[config.mk]
export PLATFORM = sky130hd
export DESIGN_NAME = stroke_font_text_to_segments_top_flat
export DESIGN_NICKNAME = d
export VERILOG_FILES = /design/src/hdl/sftts_pkg.sv /design/src/hdl/sftts_if.sv /design/src/hdl/stroke_font_text_to_segments_top.sv /design/src/hdl/sftts_cfg.sv /design/src/hdl/sftts_ctrl.sv /design/src/hdl/sftts_dp.sv /design/src/flat_wrapper.sv
export SDC_FILE = /design/constraint.sdc
export NUM_CORES = 1
export LEC_CHECK = 0
export BUFFER_PORTS_ARGS = -buffer_cell sky130_fd_sc_hd__clkbuf_2
export CELL_PAD_IN_SITES_DETAIL_PLACEMENT = 1
export CELL_PAD_IN_SITES_GLOBAL_PLACEMENT = 1
export CORE_MARGIN = 2
export CORE_UTILIZATION = 47
export CTS_BUF_LIST = sky130_fd_sc_hd__clkbuf_16
export CTS_CLUSTER_DIAMETER = 40
export DETAILED_ROUTE_END_ITERATION = 8
export GPL_ROUTABILITY_DRIVEN = 0
export PLACE_DENSITY = 0.95
export SYNTH_ARGS = -nofsm -noshare
export SYNTH_HDL_FRONTEND = slang
export SYNTH_SLANG_ARGS = --single-unit
[constraint.sdc]
create_clock -name i_clk -period 11.3 [get_ports i_clk]
set_clock_uncertainty 0.1 [all_clocks]
set_input_delay 0.565 -clock i_clk [delete_from_list [all_inputs] [get_ports i_clk]]
set_output_delay 0.565 -clock i_clk [all_outputs]
set_load 0.005 [all_outputs]
[src/hdl/sftts_pkg.sv]
`timescale 1ns / 1ps
// Shared types, constants and the glyph stroke table for the stroke font text generator.
// No dependencies; every other file of the block imports this package.
package sftts_pkg;

    // Coordinate and grid sizes
    localparam int COORD_BITS_DEF = 16;
    localparam int GLYPH_WIDTH    = 3;
    localparam int GLYPH_HEIGHT   = 3;
    localparam int STEP_W         = 13;
    localparam int POS_W          = 16;
    localparam int CHAR_W         = 8;
    localparam int CFG_W          = 8;
    localparam int N_LETTERS      = 26;
    localparam int MAX_STROKES    = 6;

    // Configuration port
    localparam int PADDR_W = 4;
    localparam int PDATA_W = 32;

    localparam logic [1:0] REG_GLYPH_SCALE = 2'd0;
    localparam logic [1:0] REG_MARGIN_X    = 2'd1;
    localparam logic [1:0] REG_MARGIN_Y    = 2'd2;

    localparam logic [CFG_W-1:0] CFG_RESET = 8'd1;

    // Request opcodes
    localparam logic OP_DRAW = 1'b0;
    localparam logic OP_SET  = 1'b1;

    // Character codes
    localparam logic [CHAR_W-1:0] CH_NEWLINE = 8'd10;
    localparam logic [CHAR_W-1:0] CH_SPACE   = 8'd32;
    localparam logic [CHAR_W-1:0] CH_UP_A    = 8'd65;
    localparam logic [CHAR_W-1:0] CH_UP_Z    = 8'd90;
    localparam logic [CHAR_W-1:0] CH_LO_A    = 8'd97;
    localparam logic [CHAR_W-1:0] CH_LO_Z    = 8'd122;

    typedef enum logic {
        ST_IDLE,
        ST_EMIT
    } t_state;

    typedef struct packed {
        logic [CFG_W-1:0] glyph_scale;
        logic [CFG_W-1:0] margin_x;
        logic [CFG_W-1:0] margin_y;
    } t_cfg;

    typedef struct packed {
        logic in_ready;
        logic set_pos;
        logic adv_x;
        logic adv_line;
        logic load_char;
        logic emit_seg;
    } t_dp_cmd;

    typedef struct packed {
        logic in_valid;
        logic op;
        logic is_letter;
        logic is_space;
        logic is_newline;
        logic last_stroke;
        logic out_free;
    } t_dp_status;

    // One stroke on the 3 by 3 grid, coordinates 0..2
    typedef struct packed {
        logic [1:0] x0;
        logic [1:0] y0;
        logic [1:0] x1;
        logic [1:0] y1;
    } t_stroke;

    localparam logic [2:0] STROKE_CNT [N_LETTERS] = '{
        3'd4, 3'd6, 3'd3, 3'd5, 3'd4, 3'd3, 3'd5, 3'd3, 3'd3, 3'd3, 3'd3, 3'd2, 3'd4,
        3'd3, 3'd4, 3'd4, 3'd6, 3'd5, 3'd5, 3'd2, 3'd3, 3'd2, 3'd4, 3'd2, 3'd3, 3'd4
    };

    // Each entry packs x0, y0, x1, y1 as two bits apiece
    localparam t_stroke STROKE_TAB [N_LETTERS][MAX_STROKES] = '{
        '{8'b00_00_00_10, 8'b10_00_10_10, 8'b00_00_10_00,
          8'b00_01_10_01, 8'h00,          8'h00},
        '{8'b00_00_00_10, 8'b10_01_10_10, 8'b00_00_10_00,
          8'b00_01_10_01, 8'b00_10_10_10, 8'b01_01_10_00},
        '{8'b00_00_00_10, 8'b00_00_10_00, 8'b00_10_10_10,
          8'h00,          8'h00,          8'h00},
        '{8'b00_00_00_10, 8'b10_00_10_01, 8'b00_00_10_00,
          8'b00_10_01_10, 8'b01_10_10_01, 8'h00},
        '{8'b00_00_00_10, 8'b00_00_10_00, 8'b00_01_01_01,
          8'b00_10_10_10, 8'h00,          8'h00},
        '{8'b00_00_00_10, 8'b00_00_10_00, 8'b00_01_01_01,
          8'h00,          8'h00,          8'h00},
        '{8'b00_00_00_10, 8'b10_01_10_10, 8'b00_00_10_00,
          8'b01_01_10_01, 8'b00_10_10_10, 8'h00},
        '{8'b00_00_00_10, 8'b10_00_10_10, 8'b00_01_10_01,
          8'h00,          8'h00,          8'h00},
        '{8'b01_00_01_10, 8'b00_00_10_00, 8'b00_10_10_10,
          8'h00,          8'h00,          8'h00},
        '{8'b00_01_00_10, 8'b10_00_10_10, 8'b00_10_10_10,
          8'h00,          8'h00,          8'h00},
        '{8'b00_00_00_10, 8'b00_01_10_00, 8'b00_01_10_10,
          8'h00,          8'h00,          8'h00},
        '{8'b00_00_00_10, 8'b00_10_10_10, 8'h00,
          8'h00,          8'h00,          8'h00},
        '{8'b00_00_00_10, 8'b10_00_10_10, 8'b00_00_01_10,
          8'b01_10_10_00, 8'h00,          8'h00},
        '{8'b00_00_00_10, 8'b10_00_10_10, 8'b00_00_10_10,
          8'h00,          8'h00,          8'h00},
        '{8'b00_00_00_10, 8'b10_00_10_10, 8'b00_00_10_00,
          8'b00_10_10_10, 8'h00,          8'h00},
        '{8'b00_00_00_10, 8'b10_00_10_01, 8'b00_00_10_00,
          8'b00_01_10_01, 8'h00,          8'h00},
        '{8'b00_00_00_10, 8'b10_00_10_01, 8'b00_00_10_00,
          8'b00_10_01_10, 8'b01_01_10_10, 8'b01_10_10_01},
        '{8'b00_00_00_10, 8'b10_00_10_01, 8'b00_00_10_00,
          8'b00_01_10_01, 8'b01_01_10_10, 8'h00},
        '{8'b00_00_00_01, 8'b10_01_10_10, 8'b00_00_10_00,
          8'b00_01_10_01, 8'b00_10_10_10, 8'h00},
        '{8'b01_00_01_10, 8'b00_00_10_00, 8'h00,
          8'h00,          8'h00,          8'h00},
        '{8'b00_00_00_10, 8'b10_00_10_10, 8'b00_10_10_10,
          8'h00,          8'h00,          8'h00},
        '{8'b00_00_01_10, 8'b01_10_10_00, 8'h00,
          8'h00,          8'h00,          8'h00},
        '{8'b00_00_00_10, 8'b10_00_10_10, 8'b00_10_01_01,
          8'b01_01_10_10, 8'h00,          8'h00},
        '{8'b00_00_10_10, 8'b00_10_10_00, 8'h00,
          8'h00,          8'h00,          8'h00},
        '{8'b01_01_01_10, 8'b00_00_01_01, 8'b01_01_10_00,
          8'h00,          8'h00,          8'h00},
        '{8'b00_00_10_00, 8'b00_01_10_01, 8'b00_10_10_10,
          8'b00_10_10_00, 8'h00,          8'h00}
    };

endpackage

[src/hdl/sftts_if.sv]
`timescale 1ns / 1ps
// Valid/ready channel interfaces: character requests in, line segments out.
// Depends on sftts_pkg for field widths.
interface sftts_in_if;
    import sftts_pkg::*;

    logic              valid;
    logic              ready;
    logic              op;
    logic [CHAR_W-1:0] char_code;
    logic [POS_W-1:0]  pos_x;
    logic [POS_W-1:0]  pos_y;

    modport source (output valid, op, char_code, pos_x, pos_y, input ready);
    modport sink   (input valid, op, char_code, pos_x, pos_y, output ready);
endinterface

interface sftts_out_if;
    import sftts_pkg::*;

    logic             valid;
    logic             ready;
    logic [POS_W-1:0] seg_x_start;
    logic [POS_W-1:0] seg_y_start;
    logic [POS_W-1:0] seg_x_end;
    logic [POS_W-1:0] seg_y_end;
    logic             last_segment;

    modport source (output valid, seg_x_start, seg_y_start, seg_x_end, seg_y_end,
                    last_segment, input ready);
    modport sink   (input valid, seg_x_start, seg_y_start, seg_x_end, seg_y_end,
                    last_segment, output ready);
endinterface

[src/hdl/stroke_font_text_to_segments_top.sv]
`timescale 1ns / 1ps
// Top level of the stroke font text generator: register file, controller and datapath.
// Depends on sftts_pkg, sftts_if.sv, sftts_cfg, sftts_ctrl and sftts_dp.
//
// Usage
//   i_char carries one request per handshake: op 0 draws char_code, op 1 sets the
//   cursor and the line start to pos_x / pos_y. o_seg gives one line segment per
//   handshake, last_segment marking the final stroke of a letter.
//   The APB port writes glyph_scale (0x0), margin_x (0x4) and margin_y (0x8); write
//   it only while no letter is in flight.
// Sequence
//   A cursor command, space, newline or ignored code is taken in idle and emits
//   nothing. A letter with n strokes (2 to 6) holds the request side while it is
//   decoded and loaded, then walked one stroke per cycle, while the output stage
//   can take it, through the stroke table and the endpoint adders. The first segment
//   is valid once the request has passed the state register and then the segment
//   register; the next request is taken while the last segment still waits.
// Reset
//   Synchronous, active low: cursor and line start go to 0, the three configuration
//   registers to 1, and the output stage empties.
// Back-pressure
//   While a held segment waits with o_seg.ready low, the segment register holds and
//   the stroke walk waits; no segment is dropped or repeated.
module stroke_font_text_to_segments_top #(
    parameter int COORD_BITS = sftts_pkg::COORD_BITS_DEF
) (
    input  logic                          i_clk,
    input  logic                          i_rst_n,
    input  logic                          psel,
    input  logic                          penable,
    input  logic                          pwrite,
    input  logic [sftts_pkg::PADDR_W-1:0] paddr,
    input  logic [sftts_pkg::PDATA_W-1:0] pwdata,
    output logic [sftts_pkg::PDATA_W-1:0] prdata,
    output logic                          pready,
    sftts_in_if.sink                      i_char,
    sftts_out_if.source                   o_seg
);
    import sftts_pkg::*;

    t_cfg       w_cfg;
    t_dp_cmd    w_cmd;
    t_dp_status w_sts;

    // Registers: live values feed the datapath directly
    sftts_cfg u_cfg (
        .i_clk   (i_clk),
        .i_rst_n (i_rst_n),
        .psel    (psel),
        .penable (penable),
        .pwrite  (pwrite),
        .paddr   (paddr),
        .pwdata  (pwdata),
        .prdata  (prdata),
        .pready  (pready),
        .o_cfg   (w_cfg)
    );

    // Sequencer: idle decode, then walk strokes one per cycle while the output stage can take them
    sftts_ctrl u_ctrl (
        .i_clk   (i_clk),
        .i_rst_n (i_rst_n),
        .i_sts   (w_sts),
        .o_cmd   (w_cmd)
    );

    // Cursor arithmetic, stroke table and output register
    sftts_dp #(
        .COORD_BITS (COORD_BITS)
    ) u_dp (
        .i_clk   (i_clk),
        .i_rst_n (i_rst_n),
        .i_cfg   (w_cfg),
        .i_cmd   (w_cmd),
        .o_sts   (w_sts),
        .i_char  (i_char),
        .o_seg   (o_seg)
    );

endmodule

[src/hdl/sftts_cfg.sv]
`timescale 1ns / 1ps
// APB-style register file: glyph scale and the two margins.
// Depends on sftts_pkg.
module sftts_cfg (
    input  logic                         i_clk,
    input  logic                         i_rst_n,
    input  logic                         psel,
    input  logic                         penable,
    input  logic                         pwrite,
    input  logic [sftts_pkg::PADDR_W-1:0] paddr,
    input  logic [sftts_pkg::PDATA_W-1:0] pwdata,
    output logic [sftts_pkg::PDATA_W-1:0] prdata,
    output logic                         pready,
    output sftts_pkg::t_cfg              o_cfg
);
    import sftts_pkg::*;

    t_cfg       r_cfg;
    logic       w_wr;
    logic [1:0] w_idx;

    assign pready = 1'b1;
    assign w_wr   = psel & penable & pwrite;
    assign w_idx  = paddr[3:2];
    assign o_cfg  = r_cfg;

    always_ff @(posedge i_clk) begin
        if (!i_rst_n) begin
            r_cfg.glyph_scale <= CFG_RESET;
            r_cfg.margin_x    <= CFG_RESET;
            r_cfg.margin_y    <= CFG_RESET;
        end else if (w_wr) begin
            case (w_idx)
                REG_GLYPH_SCALE: r_cfg.glyph_scale <= pwdata[CFG_W-1:0];
                REG_MARGIN_X:    r_cfg.margin_x    <= pwdata[CFG_W-1:0];
                REG_MARGIN_Y:    r_cfg.margin_y    <= pwdata[CFG_W-1:0];
                default: ;
            endcase
        end
    end

    always_comb begin
        prdata = '0;
        case (w_idx)
            REG_GLYPH_SCALE: prdata = PDATA_W'(r_cfg.glyph_scale);
            REG_MARGIN_X:    prdata = PDATA_W'(r_cfg.margin_x);
            REG_MARGIN_Y:    prdata = PDATA_W'(r_cfg.margin_y);
            default:         prdata = '0;
        endcase
    end

endmodule

[src/hdl/sftts_ctrl.sv]
`timescale 1ns / 1ps
// Controller: decides per request whether to move the cursor or walk the strokes.
// Depends on sftts_pkg; drives the datapath only through t_dp_cmd.
module sftts_ctrl (
    input  logic                  i_clk,
    input  logic                  i_rst_n,
    input  sftts_pkg::t_dp_status i_sts,
    output sftts_pkg::t_dp_cmd    o_cmd
);
    import sftts_pkg::*;

    t_state r_state;
    t_state n_state;

    always_ff @(posedge i_clk) begin
        if (!i_rst_n) begin
            r_state <= ST_IDLE;
        end else begin
            r_state <= n_state;
        end
    end

    always_comb begin
        n_state = r_state;
        o_cmd   = '0;
        case (r_state)
            ST_IDLE: begin
                o_cmd.in_ready = 1'b1;
                if (i_sts.in_valid) begin
                    if (i_sts.op == OP_SET) begin
                        o_cmd.set_pos = 1'b1;
                    end else if (i_sts.is_newline) begin
                        o_cmd.adv_line = 1'b1;
                    end else if (i_sts.is_space) begin
                        o_cmd.adv_x = 1'b1;
                    end else if (i_sts.is_letter) begin
                        o_cmd.load_char = 1'b1;
                        n_state         = ST_EMIT;
                    end
                end
            end
            ST_EMIT: begin
                // one stroke per cycle while the output stage can take it
                if (i_sts.out_free) begin
                    o_cmd.emit_seg = 1'b1;
                    if (i_sts.last_stroke) begin
                        o_cmd.adv_x = 1'b1;
                        n_state     = ST_IDLE;
                    end
                end
            end
            default: begin
                n_state = ST_IDLE;
            end
        endcase
    end

    a_load_enters_emit: assert property (@(posedge i_clk) disable iff (!i_rst_n)
        o_cmd.load_char |=> (r_state == ST_EMIT))
        else $error("letter load did not start stroke walk");

    a_stall_holds_emit: assert property (@(posedge i_clk) disable iff (!i_rst_n)
        (r_state == ST_EMIT && !i_sts.out_free) |=> (r_state == ST_EMIT))
        else $error("stroke walk left while output stalled");

    a_last_returns_idle: assert property (@(posedge i_clk) disable iff (!i_rst_n)
        (o_cmd.emit_seg && i_sts.last_stroke) |=> (r_state == ST_IDLE))
        else $error("no return to idle after last stroke");

endmodule

[src/hdl/sftts_dp.sv]
`timescale 1ns / 1ps
// Datapath: cursor registers, character decode, stroke lookup and output stage.
// Depends on sftts_pkg and the channel interfaces in sftts_if.sv.
module sftts_dp #(
    parameter int COORD_BITS = sftts_pkg::COORD_BITS_DEF
) (
    input  logic                  i_clk,
    input  logic                  i_rst_n,
    input  sftts_pkg::t_cfg       i_cfg,
    input  sftts_pkg::t_dp_cmd    i_cmd,
    output sftts_pkg::t_dp_status o_sts,
    sftts_in_if.sink              i_char,
    sftts_out_if.source           o_seg
);
    import sftts_pkg::*;

    logic [COORD_BITS-1:0] r_cursor_x;
    logic [COORD_BITS-1:0] r_cursor_y;
    logic [COORD_BITS-1:0] r_line_x;
    logic [4:0]            r_letter;
    logic [2:0]            r_count;
    logic [2:0]            r_stroke;
    logic                  r_out_valid;
    logic [POS_W-1:0]      r_xs;
    logic [POS_W-1:0]      r_ys;
    logic [POS_W-1:0]      r_xe;
    logic [POS_W-1:0]      r_ye;
    logic                  r_last;

    logic                  w_upper;
    logic                  w_lower;
    logic [4:0]            w_letter;
    logic                  w_last;
    t_stroke               w_stroke;
    logic [COORD_BITS-1:0] w_step_x;
    logic [COORD_BITS-1:0] w_step_y;
    logic [COORD_BITS-1:0] w_xs;
    logic [COORD_BITS-1:0] w_ys;
    logic [COORD_BITS-1:0] w_xe;
    logic [COORD_BITS-1:0] w_ye;

    // grid coordinate 0..2 times scale, by selection and shift
    function automatic logic [CFG_W:0] f_scale(input logic [1:0] c, input logic [CFG_W-1:0] s);
        logic [CFG_W:0] v;
        case (c)
            2'd1:    v = {1'b0, s};
            2'd2:    v = {s, 1'b0};
            default: v = '0;
        endcase
        return v;
    endfunction

    always_comb begin
        w_upper  = (i_char.char_code inside {[CH_UP_A:CH_UP_Z]});
        w_lower  = (i_char.char_code inside {[CH_LO_A:CH_LO_Z]});
        w_letter = w_upper ? 5'(i_char.char_code - CH_UP_A) : 5'(i_char.char_code - CH_LO_A);
    end

    assign w_step_x = COORD_BITS'(STEP_W'(GLYPH_WIDTH) * STEP_W'(i_cfg.glyph_scale))
                    + COORD_BITS'(i_cfg.margin_x) - COORD_BITS'(1);
    assign w_step_y = COORD_BITS'(STEP_W'(GLYPH_HEIGHT) * STEP_W'(i_cfg.glyph_scale))
                    + COORD_BITS'(i_cfg.margin_y) - COORD_BITS'(1);

    assign w_stroke = STROKE_TAB[r_letter][r_stroke];
    assign w_last   = (r_stroke == r_count - 3'd1);

    assign w_xs = COORD_BITS'(f_scale(w_stroke.x0, i_cfg.glyph_scale)) + r_cursor_x;
    assign w_ys = COORD_BITS'(f_scale(w_stroke.y0, i_cfg.glyph_scale)) + r_cursor_y;
    assign w_xe = COORD_BITS'(f_scale(w_stroke.x1, i_cfg.glyph_scale)) + r_cursor_x;
    assign w_ye = COORD_BITS'(f_scale(w_stroke.y1, i_cfg.glyph_scale)) + r_cursor_y;

    assign o_sts.in_valid    = i_char.valid;
    assign o_sts.op          = i_char.op;
    assign o_sts.is_letter   = w_upper | w_lower;
    assign o_sts.is_space    = (i_char.char_code == CH_SPACE);
    assign o_sts.is_newline  = (i_char.char_code == CH_NEWLINE);
    assign o_sts.last_stroke = w_last;
    assign o_sts.out_free    = !r_out_valid || o_seg.ready;

    assign i_char.ready       = i_cmd.in_ready;
    assign o_seg.valid        = r_out_valid;
    assign o_seg.seg_x_start  = r_xs;
    assign o_seg.seg_y_start  = r_ys;
    assign o_seg.seg_x_end    = r_xe;
    assign o_seg.seg_y_end    = r_ye;
    assign o_seg.last_segment = r_last;

    always_ff @(posedge i_clk) begin
        if (!i_rst_n) begin
            r_cursor_x  <= '0;
            r_cursor_y  <= '0;
            r_line_x    <= '0;
            r_stroke    <= '0;
            r_out_valid <= 1'b0;
        end else begin
            if (i_cmd.set_pos) begin
                r_cursor_x <= COORD_BITS'(i_char.pos_x);
                r_line_x   <= COORD_BITS'(i_char.pos_x);
                r_cursor_y <= COORD_BITS'(i_char.pos_y);
            end
            if (i_cmd.adv_line) begin
                r_cursor_x <= r_line_x;
                r_cursor_y <= r_cursor_y + w_step_y;
            end
            if (i_cmd.adv_x) begin
                r_cursor_x <= r_cursor_x + w_step_x;
            end
            if (i_cmd.load_char) begin
                r_stroke <= '0;
            end else if (i_cmd.emit_seg) begin
                r_stroke <= r_stroke + 3'd1;
            end
            if (i_cmd.emit_seg) begin
                r_out_valid <= 1'b1;
            end else if (o_seg.ready) begin
                r_out_valid <= 1'b0;
            end
        end
    end

    always_ff @(posedge i_clk) begin
        if (i_cmd.load_char) begin
            r_letter <= w_letter;
            r_count  <= STROKE_CNT[w_letter];
        end
        if (i_cmd.emit_seg) begin
            r_xs   <= POS_W'(w_xs);
            r_ys   <= POS_W'(w_ys);
            r_xe   <= POS_W'(w_xe);
            r_ye   <= POS_W'(w_ye);
            r_last <= w_last;
        end
    end

    a_stroke_in_range: assert property (@(posedge i_clk) disable iff (!i_rst_n)
        i_cmd.emit_seg |-> (r_stroke < r_count))
        else $error("stroke index beyond letter stroke count");

    a_last_flagged: assert property (@(posedge i_clk) disable iff (!i_rst_n)
        (i_cmd.emit_seg && w_last) |=> (o_seg.valid && o_seg.last_segment))
        else $error("final stroke not marked last");

    a_cursor_held: assert property (@(posedge i_clk) disable iff (!i_rst_n)
        (i_cmd.emit_seg && !w_last) |=> ($stable(r_cursor_x) && $stable(r_cursor_y)))
        else $error("cursor moved in the middle of a letter");

endmodule
[src/flat_wrapper.sv]
// flat-port wrapper written by rule: the top's interface ports become plain ports
module stroke_font_text_to_segments_top_flat import sftts_pkg::*;
#(
    parameter int COORD_BITS = sftts_pkg::COORD_BITS_DEF
)
  (i_clk, i_rst_n, psel, penable, pwrite, paddr, pwdata, prdata, pready, i_char_valid, i_char_op, i_char_char_code, i_char_pos_x, i_char_pos_y, i_char_ready, o_seg_valid, o_seg_seg_x_start, o_seg_seg_y_start, o_seg_seg_x_end, o_seg_seg_y_end, o_seg_last_segment, o_seg_ready);
  sftts_in_if i_char_i ();
  sftts_out_if o_seg_i ();
  input  logic i_clk;
  input  logic i_rst_n;
  input  logic psel;
  input  logic penable;
  input  logic pwrite;
  input  logic [sftts_pkg::PADDR_W-1:0] paddr;
  input  logic [sftts_pkg::PDATA_W-1:0] pwdata;
  output logic [sftts_pkg::PDATA_W-1:0] prdata;
  output logic pready;
  input wire logic [$bits(i_char_i.valid)-1:0] i_char_valid;
  input wire logic [$bits(i_char_i.op)-1:0] i_char_op;
  input wire logic [$bits(i_char_i.char_code)-1:0] i_char_char_code;
  input wire logic [$bits(i_char_i.pos_x)-1:0] i_char_pos_x;
  input wire logic [$bits(i_char_i.pos_y)-1:0] i_char_pos_y;
  output wire logic [$bits(i_char_i.ready)-1:0] i_char_ready;
  output wire logic [$bits(o_seg_i.valid)-1:0] o_seg_valid;
  output wire logic [$bits(o_seg_i.seg_x_start)-1:0] o_seg_seg_x_start;
  output wire logic [$bits(o_seg_i.seg_y_start)-1:0] o_seg_seg_y_start;
  output wire logic [$bits(o_seg_i.seg_x_end)-1:0] o_seg_seg_x_end;
  output wire logic [$bits(o_seg_i.seg_y_end)-1:0] o_seg_seg_y_end;
  output wire logic [$bits(o_seg_i.last_segment)-1:0] o_seg_last_segment;
  input wire logic [$bits(o_seg_i.ready)-1:0] o_seg_ready;
  assign i_char_i.valid = i_char_valid;
  assign i_char_i.op = i_char_op;
  assign i_char_i.char_code = i_char_char_code;
  assign i_char_i.pos_x = i_char_pos_x;
  assign i_char_i.pos_y = i_char_pos_y;
  assign i_char_ready = i_char_i.ready;
  assign o_seg_valid = o_seg_i.valid;
  assign o_seg_seg_x_start = o_seg_i.seg_x_start;
  assign o_seg_seg_y_start = o_seg_i.seg_y_start;
  assign o_seg_seg_x_end = o_seg_i.seg_x_end;
  assign o_seg_seg_y_end = o_seg_i.seg_y_end;
  assign o_seg_last_segment = o_seg_i.last_segment;
  assign o_seg_i.ready = o_seg_ready;
  stroke_font_text_to_segments_top #(.COORD_BITS(COORD_BITS)) u_core (.i_clk(i_clk), .i_rst_n(i_rst_n), .psel(psel), .penable(penable), .pwrite(pwrite), .paddr(paddr), .pwdata(pwdata), .prdata(prdata), .pready(pready), .i_char(i_char_i), .o_seg(o_seg_i));
endmodule
==> results of run 1 <==
Yosys cell counts, types with 21 or more instances:
library cell / number
nand2_1: 158
a21oi_1: 143
nor2_1: 135
ha_1: 131
inv_1: 88
o21ai_0: 78
dfxtp_1: 77
xnor2_1: 74
edfxtp_1: 73
clkbuf_1: 54
xor2_1: 37
a22oi_1: 35
a21o_1: 32
nand3_1: 31
mux2i_1: 29
buf_4: 25
a211oi_1: 21
cells in the final DEF (no fill, tap or decap), types with 7 or more instances in the layout:
cell type,count
a21oi_1,143
a31oi_1,16
mux2i_1,29
o21a_1,8
a311oi_1,12
or2_2,8
ha_1,131
dfxtp_1,77
o211ai_1,7
xor2_1,37
and3_1,9
nand2_1,158
o21bai_1,8
a22oi_1,35
and2_1,10
a211oi_1,21
o221ai_1,9
edfxtp_1,73
o22ai_1,10
xnor2_1,74
o21ai_0,78
nor2b_1,18
clkbuf_16,18
nor2_1,135
nand3_1,31
inv_1,86
nor3_1,11
a21o_1,32
clkbuf_2,132
nand2b_1,17
buf_4,7
fa_1,9
conb_1,25
worst paths after layout:
path                                                                  end                                  from  slack, ns
worst max-delay path            u_core.u_dp.o_seg.seg_x_end[12]$_DFFE_PP_     u_core.u_dp.r_letter[2]$_DFFE_PP_       4.55
worst min-delay path                 u_core.u_dp.r_line_x[9]$_SDFFE_PN0P_                       i_char_pos_x[9]       0.25
worst max register to register  u_core.u_dp.o_seg.seg_x_end[12]$_DFFE_PP_     u_core.u_dp.r_letter[2]$_DFFE_PP_       4.55
worst min register to register       u_core.u_dp.r_line_x[9]$_SDFFE_PN0P_  u_core.u_dp.r_line_x[9]$_SDFFE_PN0P_       0.36
critical path: cells and delay by family, from the launching register on:
family	cells	cell delay, ns
AOI/OAI and AO/OA	8	1.99
adders and majority gates	3	1.04
and+or+nand+nor	4	1.26
DFF	1	1.19
buffers and inverters	2	0.69
xor gates and xnor gates	1	0.18
where the power goes:
part           internal [mW]  switching [mW]
clock network          0.317           0.275
registers              0.589          0.0267
logic                  0.142           0.232
metal layers:
metal	part of all wire	GRT usage	vias to the layer above
met3	0.079	0.0598	284
met1	0.37	0.390	6008
met2	0.48	0.561	801
li1	-	-	5368
met4	0.070	0.232	0
met5	0	0	-
kinds of logic after synthesis:
logic type	Yosys count	synth area share
AND/OR/NAND/NOR	423	0.155
other	2	0.000608
multiplexers	32	0.0271
buffers and inverters	185	0.0655
AO/OA/AOI/OAI	428	0.222
adder cells (fa/ha/maj)	140	0.147
flip-flops	150	0.302
XOR/XNOR	112	0.0805
flip-flops by register name, indices dropped and copies added (netlist names):
signal	cells
u_core.u_dp.o_seg.last_segment	1
u_core.u_dp.o_seg.seg_x_end	16
u_core.u_dp.o_seg.valid	1
u_core.u_dp.r_count	3
u_core.u_dp.r_stroke	3
u_core.u_dp.o_seg.seg_x_start	16
u_core.u_dp.r_cursor_x	16
u_core.u_ctrl.r_state	1
u_core.u_dp.o_seg.seg_y_start	16
u_core.u_dp.o_seg.seg_y_end	16
u_core.u_dp.r_letter	5
u_core.u_cfg.o_cfg	24
u_core.u_dp.r_cursor_y	16
u_core.u_dp.r_line_x	16
layout make-up:
type                       instances  area [um2]  area share
timing repair buffer             139         713      0.0522
sequential                       150        3730       0.273
clock inverter                    14         116     0.00851
multi-input combinational       1160        7910       0.578
tap                              335         419      0.0307
clock buffer                      18         450      0.0329
inverter                          89         334      0.0244
==> results.md, run 1 <==
* Ys flop type: dfxtp_1
* Crit end category: register
* Placed Area at 13100 um2
* Initial Util at 0.477
* Initial antenna violation count at 0
* Synth unique cells at 77
* Initial DRC count at 1310
* ANT nets after route at 0
* Vias/cell at 6.54
* Clock transition at path regs at 0.08 ns
* Fmax at 148 MHz
* EDFF count, synth at 73
* Worst Path Required at 11.40 ns
* Rel. slew slack at 0.111
* Setup bufs post-CTS at 0
* Number of global-route vias before repair at 13278
* Non-filler cells, final at 1905
* Critical path cell sequence: clkinv_1 -> nor2_1 -> a22o_1 -> a21oi_1 -> or3_1 -> o21ai_0 -> ha_1 -> nor3b_1 -> ha_1 -> inv_1 -> fa_1 -> nor2b_1 -> o21ai_0 -> a21boi_0 -> o21ai_0 -> a211oi_1 -> o21ai_0 -> xnor2_1
* Tcrit/Tclk final at 0.597
* CTS buffer count at 17
* Post-route DRC at 0
* Clock sinks at 150
* Row Count at 59
* Syn Inst Count at 1472
* Critical path class: reg2reg
* Worst-Margin Slew at 1.33 ns
* Clock period minus worst slack at 6.75 ns
* Reg2Reg Depth at 18
* CP max stage delay at 1.19 ns
* Layout fillers at 3092
* Setup_tns at 0 ns
* Pre-antenna DRT Iters at 7
* FFs w/ async S/R, synth at 0
* Hold crit path type: in2reg
* #FFs+latches synth at 150
* CTS tree: built
* CP Data Arrival Time at 6.84 ns
* Synthesized area at 12400 um2
* Final HPWL DP at 30.5 mm
* Hold WS at 0.251 ns
* Synthesized area per cell at 8.39 um2
* Routed len/inst at 24.8 um
* Max-slew violations at 0
* Yosys top cell area share at 0.177
* Core Util, Final at 0.528
* Die height at 166 um
* Skew-Pair Late Insertion Delay at 0.47 ns
* Largest net degree at the start of global routing at 69
* Die width at 166 um
* CP Launch Type: register
* Overflow after GRT at 0
* Top Ports at 184
* Pre-CTS WS at 5.08 ns
* Die area at 27600 um2
* Critical Path Fanout Max at 38
* Top cell by count, worst path: o21ai_0
* Final WS setup at 4.55 ns
* CTS resizes at 0
* Max_cap viols at 0
* RSZ-0062 raised after global routing: no
* Final instance area at 13700 um2
* Clock buffer depth at 2
* Share of cells above drive strength 1 at 0.126
* Final WL at 47.2 mm
* Power, Total at 1.58 mW
* Number of diodes at 0
* GRT Total Usage at 0.335
* Syn-to-layout area delta at 10.7%
* Synth warnings at 0
* Via count at 12461
* Area contributors post-synth: edfxtp_1 (18%), ha_1 (13%), dfxtp_1 (12%), a21oi_1 (5.8%), xnor2_1 (5.2%)
* Synth area leader: edfxtp_1
* Final setup fails at 0
* Leakage at 5.94 nW
* Core area at 25900 um2
* Cts hold-fix bufs at 0
* Final Hold Vio Count at 0
* Crit-path slowest cell: edfxtp_1
* Global-route wire length before repair at 73.5 mm
* Cell total after placement at 1873
* Power density cells at 116 nW/um2
* Hold Path Depth at 3
* Nets at 1781
* Port bufs at 132
* VDD IR-drop max at 0.0000965 V
* Status: completed
* Max H-tree Level at 4
* Clock Tree Root: clkbuf_16
* Seq/Total Area, Yosys at 0.302
(Power assumes the default switching activity.)
==> inputs of run 2 (changes only) <==
- CORE_UTILIZATION: 47 -> 44
- PLACE_DENSITY: 0.95 -> 0.9
- clock period: 11.3 -> 6.3 ns (I/O delays scaled with it)
==> results.md, run 2 (same netlist as run 1, synthesis figures left out) <==
* CTS buffer count at 17
* Power density cells at 201 nW/um2
* GRT Total Usage at 0.285
* Crit end category: register
* Clock sinks at 150
* Critical Path Fanout Max at 13
* Max reg flops at 24
* Via count at 11824
* Critical path class: reg2reg
* Die height at 172 um
* Final WL at 41.8 mm
* Leakage at 5.97 nW
* Number of diodes at 0
* Overflow after GRT at 0
* Worst-Margin Slew at 1.25 ns
* Share of cells above drive strength 1 at 0.127
* Initial DRC count at 985
* Worst reg2reg setup slack at 0.45 ns
* Pre-CTS WS at 0.671 ns
* Final setup fails at 0
* VDD IR-drop max at 0.000131 V
* Final instance area at 13800 um2
* Max_cap viols at 0
* Skew-Pair Late Insertion Delay at 0.46 ns
* Rel. slew slack at 0.169
* Most common cell after layout, fill and taps aside: nand2_1
* Setup_tns at 0 ns
* Core area at 27700 um2
* Hold crit path type: in2reg
* CTS tree: built
* Worst Path Required at 6.51 ns
* Vias/cell at 6.05
* Die width at 172 um
* Initial Util at 0.446
* Max H-tree Level at 4
* Largest net degree at the start of global routing at 69
* Syn-to-layout area delta at 11.6%
* Initial antenna violation count at 0
* Routed len/inst at 21.4 um
* Clock Tree Root: clkbuf_16
* Row Count at 61
* Placed Area at 13200 um2
* Max-slew violations at 0
* Pre-antenna DRT Iters at 5
* Die area at 29400 um2
* Number of global-route vias before repair at 12301
* CP Data Arrival Time at 6.05 ns
* RSZ-0062 raised after global routing: no
* Fmax at 171 MHz
* Final HPWL DP at 29.6 mm
* Commonest cells after routing, fill and taps aside: nand2_1 (158), a21oi_1 (143), nor2_1 (135)
* Hold WS at 0.0148 ns
* Status: completed
* Final Hold Vio Count at 0
* Nets at 1788
* Tcrit/Tclk final at 0.928
* Post-route DRC at 0
* Clock period minus worst slack at 5.85 ns
* Clock transition at path regs at 0.07 ns
* Clock buffer depth at 2
* ANT nets after route at 0
* Layout fillers at 3369
* Final WS setup at 0.455 ns
* Top Ports at 184
* Setup bufs post-CTS at 0
* Global-route wire length before repair at 65.6 mm
* Core Util, Final at 0.498
* Port bufs at 132
* CP Launch Type: register
[run 2: per-layer routing]
layer	routed length [um]	vias to the layer above	GRT usage
met5	0	-	0
met4	1750	0	0.137
met3	2100	142	0.0410
met2	21000	451	0.505
met1	17000	5849	0.337
li1	-	5382	-
[run 2: cell type report]
cell class | count | area (um2) | area share
clock buffer | 19 | 475 | 0.0345
clock inverter | 13 | 90.1 | 0.00653
inverter | 89 | 334 | 0.0242
multi-input combinational | 1160 | 7910 | 0.573
sequential | 150 | 3730 | 0.271
tap | 378 | 473 | 0.0343
timing repair buffer | 146 | 776 | 0.0563
[run 2: critical path, stage by stage (launching register included)]
cell and delay, ns:
dfxtp_1 0.51, ha_1 0.32, fa_1 0.43, a21o_1 0.19, a21oi_1 0.21, nor2b_1 0.07
o21ai_0 0.16, nand2b_1 0.12, xor2_1 0.45, nand2b_1 0.15, ha_1 0.34, a21oi_1 0.24
o21ai_0 0.16, a21oi_1 0.48, ha_1 0.41, a21o_1 0.19, a21o_1 0.18, a221oi_1 0.38
o21ai_0 0.19, xor2_1 0.19, xnor2_1 0.13, a21oi_1 0.08
[run 2: final timing paths]
| check | cells past startpoint | from | end |
|---|---|---|---|
| max | 21 | u_core.u_cfg.o_cfg[17]$_SDFFE_PN0P_ | u_core.u_dp.r_cursor_y[15]$_SDFFE_PN0P_ |
| min | 3 | i_char_pos_x[5] | u_core.u_dp.r_line_x[5]$_SDFFE_PN0P_ |
| max reg2reg | 21 | u_core.u_cfg.o_cfg[17]$_SDFFE_PN0P_ | u_core.u_dp.r_cursor_y[15]$_SDFFE_PN0P_ |
| min reg2reg | 2 | u_core.u_dp.r_line_x[8]$_SDFFE_PN0P_ | u_core.u_dp.r_line_x[8]$_SDFFE_PN0P_ |
[run 2: through the flow]
stage	total power, mW	std cells
2_1_floorplan	1.56	1495
3_3_place_gp	1.68	1919
3_5_place_dp	1.72	1919
4_1_cts	2.76	1955
5_1_grt	2.87	1955
6_report	2.78	1955
[run 2: what timing repair did]
item / CTS / global route
resized for setup: 0 / 0
hold endpoints to repair: 4 / 0
hold buffers: 4 / 0
[run 2: where the power goes]
group          internal, mW  leakage [nW]  switching, mW
clock                 0.555         0.289          0.479
combinational         0.255          4.39          0.390
sequential             1.06          1.29         0.0422
